File: src/rtl/gpad_pkg.sv
// types, beat layouts and constants of the gamepad input conditioner
// no dependencies; used by the top level, its checker and the testbench
`timescale 1ns / 1ps

package gpad_pkg;

	localparam int BTN_W     = 15;
	localparam int AXIS_W    = 16;
	localparam int SLOT_W    = 3;
	localparam int DIR_W     = 8;
	localparam int FPB_W     = 5;
	localparam int CFG_W     = 16;
	localparam int CFG_IDX_W = 2;
	localparam int MAG_W     = 32;

	localparam int IN_TDATA_W  = 88;
	localparam int IN_TUSER_W  = 3;
	localparam int OUT_TDATA_W = 80;

	// configuration register indexes
	localparam logic [CFG_IDX_W-1:0] REG_DEADZONE = 2'd0;
	localparam logic [CFG_IDX_W-1:0] REG_PRESS    = 2'd1;
	localparam logic [CFG_IDX_W-1:0] REG_RELEASE  = 2'd2;

	localparam logic [CFG_W-1:0] DEADZONE_RST = 16'd4915;
	localparam logic [CFG_W-1:0] PRESS_RST    = 16'd16384;
	localparam logic [CFG_W-1:0] RELEASE_RST  = 16'd13107;

	localparam logic signed [FPB_W-1:0] FPB_NONE = -5'sd1;

	typedef enum logic [1:0] {
		FUNC_SAMPLE = 2'd0,
		FUNC_ATTACH = 2'd1,
		FUNC_DETACH = 2'd2,
		FUNC_RSVD   = 2'd3
	} func_t;

	typedef struct packed {
		logic [5:0]               rsvd;
		logic signed [AXIS_W-1:0] right_y;
		logic signed [AXIS_W-1:0] right_x;
		logic signed [AXIS_W-1:0] left_y;
		logic signed [AXIS_W-1:0] left_x;
		logic [BTN_W-1:0]         buttons;
		logic [SLOT_W-1:0]        slot;
	} in_data_t;

	typedef struct packed {
		logic                    new_frame;
		logic [1:0]              func;
	} in_user_t;

	typedef struct packed {
		logic [4:0]              rsvd;
		logic signed [FPB_W-1:0] first_pressed_button;
		logic [DIR_W-1:0]        dir_released;
		logic [DIR_W-1:0]        dir_pressed;
		logic [DIR_W-1:0]        dir_down;
		logic [BTN_W-1:0]        buttons_released;
		logic [BTN_W-1:0]        buttons_pressed;
		logic [BTN_W-1:0]        buttons_down;
		logic                    connected;
	} out_data_t;

	// threshold times 32767, the common scale of all magnitude compares
	function automatic logic [MAG_W-1:0] scale_thr(input logic [CFG_W-1:0] t);
		return {1'b0, t, 15'b0} - {16'b0, t};
	endfunction

	// raw axis magnitude on the same scale: 32768 per step above zero, 32767 below
	function automatic logic [MAG_W-1:0] scale_axis(input logic [AXIS_W-1:0] raw);
		logic [16:0] num;
		num = raw[15] ? (17'h10000 - {1'b0, raw}) : {1'b0, raw};
		return raw[15] ? ({num, 15'b0} - {15'b0, num}) : {num, 15'b0};
	endfunction

endpackage

File: src/rtl/gamepad_input_edge_hysteresis_top.sv
// gamepad input conditioner: slot table, button edges, stick deadzone and hysteresis
// depends on gpad_pkg
`timescale 1ns / 1ps

// usage
//  s_* channel: one beat per item. tuser selects sample, attach or detach and flags
//  the first sample of a frame; tdata carries slot, raw buttons and four stick axes.
//  m_* channel: one beat per item with connect status, button level and edges,
//  stick direction level and edges, and the frame's first newly pressed button.
//  cfg_*: deadzone, press and release thresholds (Q1.15), written while idle.
// timing
//  an accepted beat lands in the input register; its result then moves into the output
//  register. one beat per cycle is sustained while m_tready stays high: slot state is
//  read and written back in the same cycle, so back-to-back beats to one slot
//  see each other's updates.
// reset
//  all slots free and cleared, frame report at none, thresholds at defaults.
// stalls
//  with m_tready low the result holds in the output register while one more beat
//  is taken into the input register; s_tready then drops until the result moves.
module gamepad_input_edge_hysteresis_top #(
	parameter int NUM_PADS    = 8,
	parameter int NUM_BUTTONS = 15
) (
	input  logic                              clk,
	input  logic                              arst_n,
	input  logic                              cfg_we,
	input  logic [gpad_pkg::CFG_IDX_W-1:0]    cfg_index,
	input  logic [gpad_pkg::CFG_W-1:0]        cfg_wdata,
	input  logic                              s_tvalid,
	output logic                              s_tready,
	// slot, buttons, left_x, left_y, right_x, right_y, zero fill
	input  logic [gpad_pkg::IN_TDATA_W-1:0]   s_tdata,
	// func, new_frame
	input  logic [gpad_pkg::IN_TUSER_W-1:0]   s_tuser,
	output logic                              m_tvalid,
	input  logic                              m_tready,
	// connected, buttons_down, buttons_pressed, buttons_released, dir_down,
	// dir_pressed, dir_released, first_pressed_button, zero fill
	output logic [gpad_pkg::OUT_TDATA_W-1:0]  m_tdata
);
	import gpad_pkg::*;

	localparam int BtnW = (NUM_BUTTONS < BTN_W) ? NUM_BUTTONS : BTN_W;

	logic [CFG_W-1:0] deadzone_q, press_q, release_q;

	in_data_t in_s1;
	func_t    func_s1;
	logic     new_frame_s1;
	logic     vld_s1;

	logic                    conn_q [NUM_PADS];
	logic [BtnW-1:0]         btn_q  [NUM_PADS];
	logic [DIR_W-1:0]        dir_q  [NUM_PADS];
	logic signed [FPB_W-1:0] fpb_q;

	out_data_t out_q;
	logic      out_vld_q;

	logic                    advance;
	logic                    hit, conn_rd, act, conn_after;
	logic [BtnW-1:0]         btn_rd, btn_new;
	logic [DIR_W-1:0]        dir_rd, dir_new;
	logic [BTN_W-1:0]        bp, br, bd;
	logic [DIR_W-1:0]        sp, sr, sd;
	logic [MAG_W-1:0]        dz_s, pth_s, rth_s;
	logic [CFG_W-1:0]        rel_eff;
	logic [MAG_W-1:0]        axis_mag [4];
	logic [MAG_W-1:0]        mag [DIR_W];
	logic signed [FPB_W-1:0] fpb_base, fpb_next, low_bit;
	in_user_t                user_in;
	out_data_t               res;

	assign user_in  = in_user_t'(s_tuser);
	assign advance  = vld_s1 && (!out_vld_q || m_tready);
	assign s_tready = !vld_s1 || advance;
	assign m_tvalid = out_vld_q;
	assign m_tdata  = out_q;

	// slot read
	always_comb begin
		hit     = 1'b0;
		conn_rd = 1'b0;
		btn_rd  = '0;
		dir_rd  = '0;
		for (int i = 0; i < NUM_PADS; i++) begin
			if (int'(in_s1.slot) == i) begin
				hit     = 1'b1;
				conn_rd = conn_q[i];
				btn_rd  = btn_q[i];
				dir_rd  = dir_q[i];
			end
		end
	end

	assign act     = (func_s1 == FUNC_SAMPLE) && hit && conn_rd;
	assign btn_new = in_s1.buttons[BtnW-1:0];

	assign bd = act ? BTN_W'(btn_new) : '0;
	assign bp = act ? BTN_W'(btn_new & ~btn_rd) : '0;
	assign br = act ? BTN_W'(~btn_new & btn_rd) : '0;

	// stick directions
	assign rel_eff = (release_q < press_q) ? release_q : press_q;
	assign dz_s    = scale_thr(deadzone_q);
	assign pth_s   = scale_thr(press_q);
	assign rth_s   = scale_thr(rel_eff);

	always_comb begin
		axis_mag[0] = scale_axis(in_s1.left_x);
		axis_mag[1] = scale_axis(in_s1.left_y);
		axis_mag[2] = scale_axis(in_s1.right_x);
		axis_mag[3] = scale_axis(in_s1.right_y);
	end

	always_comb begin
		logic [AXIS_W-1:0] raw;
		logic              live;
		for (int a = 0; a < 4; a++) begin
			unique case (a)
				0: raw = in_s1.left_x;
				1: raw = in_s1.left_y;
				2: raw = in_s1.right_x;
				default: raw = in_s1.right_y;
			endcase
			live = axis_mag[a] > dz_s;
			// even bit takes the negative side, odd bit the positive side
			mag[2*a]   = (live && raw[15])  ? axis_mag[a] : '0;
			mag[2*a+1] = (live && !raw[15]) ? axis_mag[a] : '0;
		end
	end

	always_comb begin
		for (int d = 0; d < DIR_W; d++) begin
			dir_new[d] = dir_rd[d] ? (mag[d] > rth_s) : (mag[d] >= pth_s);
		end
	end

	assign sd = act ? dir_new : '0;
	assign sp = act ? (dir_new & ~dir_rd) : '0;
	assign sr = act ? (dir_rd & ~dir_new) : '0;

	// lowest newly pressed button
	always_comb begin
		low_bit = FPB_NONE;
		for (int i = BTN_W - 1; i >= 0; i--) begin
			if (bp[i]) begin
				low_bit = FPB_W'(i);
			end
		end
	end

	assign fpb_base = ((func_s1 == FUNC_SAMPLE) && new_frame_s1) ? FPB_NONE : fpb_q;
	assign fpb_next = (fpb_base[FPB_W-1] && (bp != '0)) ? low_bit : fpb_base;

	always_comb begin
		unique case (func_s1)
			FUNC_ATTACH: conn_after = hit;
			FUNC_DETACH: conn_after = 1'b0;
			default:     conn_after = hit && conn_rd;
		endcase
	end

	always_comb begin
		res                      = '0;
		res.connected            = conn_after;
		res.buttons_down         = bd;
		res.buttons_pressed      = bp;
		res.buttons_released     = br;
		res.dir_down             = sd;
		res.dir_pressed          = sp;
		res.dir_released         = sr;
		res.first_pressed_button = fpb_next;
	end

	// configuration
	always_ff @(posedge clk or negedge arst_n) begin
		if (!arst_n) begin
			deadzone_q <= DEADZONE_RST;
			press_q    <= PRESS_RST;
			release_q  <= RELEASE_RST;
		end else if (cfg_we) begin
			unique case (cfg_index)
				REG_DEADZONE: deadzone_q <= cfg_wdata;
				REG_PRESS:    press_q    <= cfg_wdata;
				REG_RELEASE:  release_q  <= cfg_wdata;
				default:      ;
			endcase
		end
	end

	// input register
	always_ff @(posedge clk or negedge arst_n) begin
		if (!arst_n) begin
			vld_s1 <= 1'b0;
		end else if (s_tvalid && s_tready) begin
			vld_s1 <= 1'b1;
		end else if (advance) begin
			vld_s1 <= 1'b0;
		end
	end

	always_ff @(posedge clk) begin
		if (s_tvalid && s_tready) begin
			in_s1        <= in_data_t'(s_tdata);
			func_s1      <= func_t'(user_in.func);
			new_frame_s1 <= user_in.new_frame;
		end
	end

	// slot table and frame report
	always_ff @(posedge clk or negedge arst_n) begin
		if (!arst_n) begin
			for (int i = 0; i < NUM_PADS; i++) begin
				conn_q[i] <= 1'b0;
				btn_q[i]  <= '0;
				dir_q[i]  <= '0;
			end
			fpb_q <= FPB_NONE;
		end else if (advance) begin
			fpb_q <= fpb_next;
			for (int i = 0; i < NUM_PADS; i++) begin
				if (int'(in_s1.slot) == i) begin
					unique case (func_s1)
						FUNC_SAMPLE: begin
							if (conn_q[i]) begin
								btn_q[i] <= btn_new;
								dir_q[i] <= dir_new;
							end
						end
						FUNC_ATTACH: begin
							if (!conn_q[i]) begin
								conn_q[i] <= 1'b1;
								btn_q[i]  <= '0;
								dir_q[i]  <= '0;
							end
						end
						FUNC_DETACH: begin
							conn_q[i] <= 1'b0;
							btn_q[i]  <= '0;
							dir_q[i]  <= '0;
						end
						default: ;
					endcase
				end
			end
		end
	end

	// output register
	always_ff @(posedge clk or negedge arst_n) begin
		if (!arst_n) begin
			out_vld_q <= 1'b0;
		end else if (advance) begin
			out_vld_q <= 1'b1;
		end else if (m_tready) begin
			out_vld_q <= 1'b0;
		end
	end

	always_ff @(posedge clk) begin
		if (advance) begin
			out_q <= res;
		end
	end

endmodule

File: config.mk
export PLATFORM = sky130hd
export DESIGN_NAME = gamepad_input_edge_hysteresis_top
export DESIGN_NICKNAME = d
export VERILOG_FILES = /design/src/rtl/gpad_pkg.sv /design/src/rtl/gamepad_input_edge_hysteresis_top.sv
export SDC_FILE = /design/constraint.sdc
export NUM_CORES = 2
export LEC_CHECK = 0
export BUFFER_PORTS_ARGS = -buffer_cell sky130_fd_sc_hd__buf_2
export CAP_MARGIN = 20
export CORE_AREA = 4 4 316 318
export CTS_BUF_LIST = sky130_fd_sc_hd__clkbuf_8
export CTS_CLUSTER_DIAMETER = 60
export DETAILED_ROUTE_END_ITERATION = 16
export DIE_AREA = 0 0 320 322
export PLACE_DENSITY = 0.56
export SLEW_MARGIN = 20
export SYNTH_ARGS = -nofsm -noshare
export SYNTH_HDL_FRONTEND = slang
export SYNTH_SLANG_ARGS = --single-unit
File: constraint.sdc
create_clock -name clk -period 15.5 [get_ports clk]
set_clock_uncertainty 0.2 [all_clocks]
set_input_delay 2.325 -clock clk [delete_from_list [all_inputs] [get_ports clk]]
set_output_delay 2.325 -clock clk [all_outputs]
set_load 0.02 [all_outputs]
==> metrics <==
status finished, final reports clean; CTS tree done; Final Net Count 5407; CTS Sinks 407; Ys Warns 0; count of input and output buffers 184; chip width 320 um; slowest stage delay, CP 650 ps; clock root cell clkbuf_8; GPL Wtd Cong 0.969; # hold bufs at CTS 0; Slowest-stage cell, CP or4_4; Vias/cell 5.79; total negative slack 0 ps; power density of the placed cells 126 nW/um2; dpl cells 5824; Max Freq 100 MHz; post-DR wirelength/cell 24.1 um; Clk Latency, worst-skew pair 760 ps; Final HPWL DP 106000 um; commonest non-fill, non-tap cell in the layout ha_1; Startpoint Class flop; LEAKAGE 20.2 nW; Die Y 322 um; Synth cell types 101; R2R setup slack 5510 ps; Initial Util 39.9%; non-filler cells, final 5969; Critical path origin in_s1[36]; Vias 34600; Critical Path End dir_q[58]; dominant cells by area after synthesis ha_1 (22%), dfrtp_1 (15%), edfxtp_1 (12%); Final Hold Fails 0; WP data arrival 10380 ps; reg2reg start in_s1[36]; number of top-level pins 196; Slew Limit Headroom 18.7%; Final Critical Period 9990 ps; Hold Crit Start btn_q[105]; Hold Path Class reg2reg; Gate Count Post-Synth 4282; top-area cell type share of the netlist area 21.6%; first-pass GRT wire length 212000 um; Setup CP Type reg2reg; Post-synth top flop dfrtp_1; Power, Total 0.00550 W; Row Count 114; Worst-Margin Slew 1210 ps; CORE AREA 96600 um2; DRC Markers 0; FFs w/ async S/R, synth 60.7%; die footprint 103000 um2; initial antenna violation count 13; max-cap violation count 0; Seq/Total Area, Yosys 28.6%; Worst setup EP type flop; CTS resizes 0; Final period util 64.5%; RSZ-0062 raised after global routing false; antenna-violating nets left 0; Max rail drop VDD 0.000103 V; H-tree Lvls 3; Synth area leader ha_1; Reg clk slew, reported paths 50 ps; Initial DRC Count 3017; drt pass-1 iters 6; pin count of the biggest net entering global routing 159; worst-path maximum fanout 12; reg2reg path depth 30; number of enable flip-flop cells after synthesis 160; Syn Area/Cell 8.99 um2; share of post-route cells with drive strength above 1 13.0%; vias in the first global route 33000; cell area after synthesis 38500 um2; fin util 45.2%; Worst R2R End dir_q[58]; GRT Resource Usage Total 27.4%; synthesized flop and latch total 407; Layout fillers 9457; max-slew violations 0; Post-Route WL 144000 um; postcts setup bufs 0; Req. time, crit path 15890 ps; most frequent cells in the layout ha_1 (665), nand2_1 (403), nor2_1 (378), o21ai_0 (287), a21oi_1 (249); clk buf depth 3; total grt overflow 0; number of buffers created by CTS 77; synth-to-layout area growth 13.4%; # setup viols final 0
## registers in the layout (all words and copies together) (netlist names)
register / count
btn_q: 120
m_tdata: 75
in_s1: 67
dir_q: 64
deadzone_q: 16
press_q: 16
release_q: 16
btn_new: 15
conn_q: 8
fpb_q: 5
func_s1: 2
m_tvalid: 1
new_frame_s1: 1
vld_s1: 1
## cell families after synthesis
kind of cell | synth area share, %
AOI/OAI and AO/OA | 17.5
DFF | 28.6
other | 0.0195
adders and majority gates | 21.6
and+or+nand+nor | 19.2
xor gates and xnor gates | 5.91
muxes | 4.38
buffers and inverters | 2.78
## cell type report
class                           count  area (um2)  area share (%)
Tap cell                         1276        1600            3.66
Antenna cell                        3        7.51          0.0172
Sequential cell                   407       11000            25.2
Clock inverter                     56         408           0.934
Timing Repair Buffer              300        1820            4.16
Inverter                          103         388           0.888
Multi-Input combinational cell   3739       27300            62.4
Clock buffer                       85        1170            2.68
## through the flow
stage	hold WS [ps]	worst slack, ps	area (um2)
2_1_floorplan	242	7330	39000
3_3_place_gp	253	5800	42100
3_5_place_dp	264	5670	42100
4_1_cts	275	5590	43600
5_1_grt	296	4950	43700
6_report	272	5510	43700
## synth_stat cells (12+ instances only)
master / count
edfxtp_1: 160
nand3_1: 77
nand2b_1: 57
and4_1: 18
nand2_1: 404
nor3_1: 99
dfstp_2: 21
clkbuf_1: 137
or2_2: 19
xor2_1: 95
dfrtp_1: 226
a22o_1: 17
a31oi_1: 21
a22oi_1: 12
nor2b_1: 107
and2_1: 74
ha_1: 665
a21o_1: 148
o21a_1: 24
nor4_1: 44
nand4_1: 111
xnor2_1: 161
o2111ai_1: 16
o211ai_1: 22
or3_1: 16
mux2i_1: 46
a221oi_1: 23
mux2_2: 93
inv_1: 102
o21ai_0: 287
buf_1: 14
a211oi_1: 34
o31ai_1: 45
nor2_1: 378
or4_1: 17
and3_1: 22
a21oi_1: 249
## metal layers
metal	part of all wire, %	GRT usage, %
met5	0.0090	0
met4	5.4	13.2
met3	8.3	6.20
met2	43	41.6
met1	43	36.9
## critical path, delay by kind of cell (launching register included)
family / cells / cell delay (ps)
DFF: 1 / 590
xor gates and xnor gates: 1 / 290
AOI/OAI and AO/OA: 6 / 1360
adders and majority gates: 3 / 820
and+or+nand+nor: 18 / 6040
buffers and inverters: 1 / 210
muxes: 1 / 350
## worst min path at each step
stage / end / slack, ps / depth (start not counted)
after global routing: btn_q[14] / 300 / 2
after floorplan: btn_q[105] / 240 / 2
after global placement: dir_q[41] / 250 / 2
after detailed placement: btn_q[105] / 260 / 2
after CTS: btn_q[105] / 270 / 2
final: btn_q[105] / 270 / 2
## power by group
part	total [W]	switching, W	internal (W)	leakage, nW
registers	0.00147	0.000155	0.00131	4.74
clock network	0.00109	0.000513	0.000581	0.915
logic	0.00294	0.00189	0.00105	14.6
total	0.00550	0.00256	0.00294	20.2
Power figures use the tool's default switching activity.
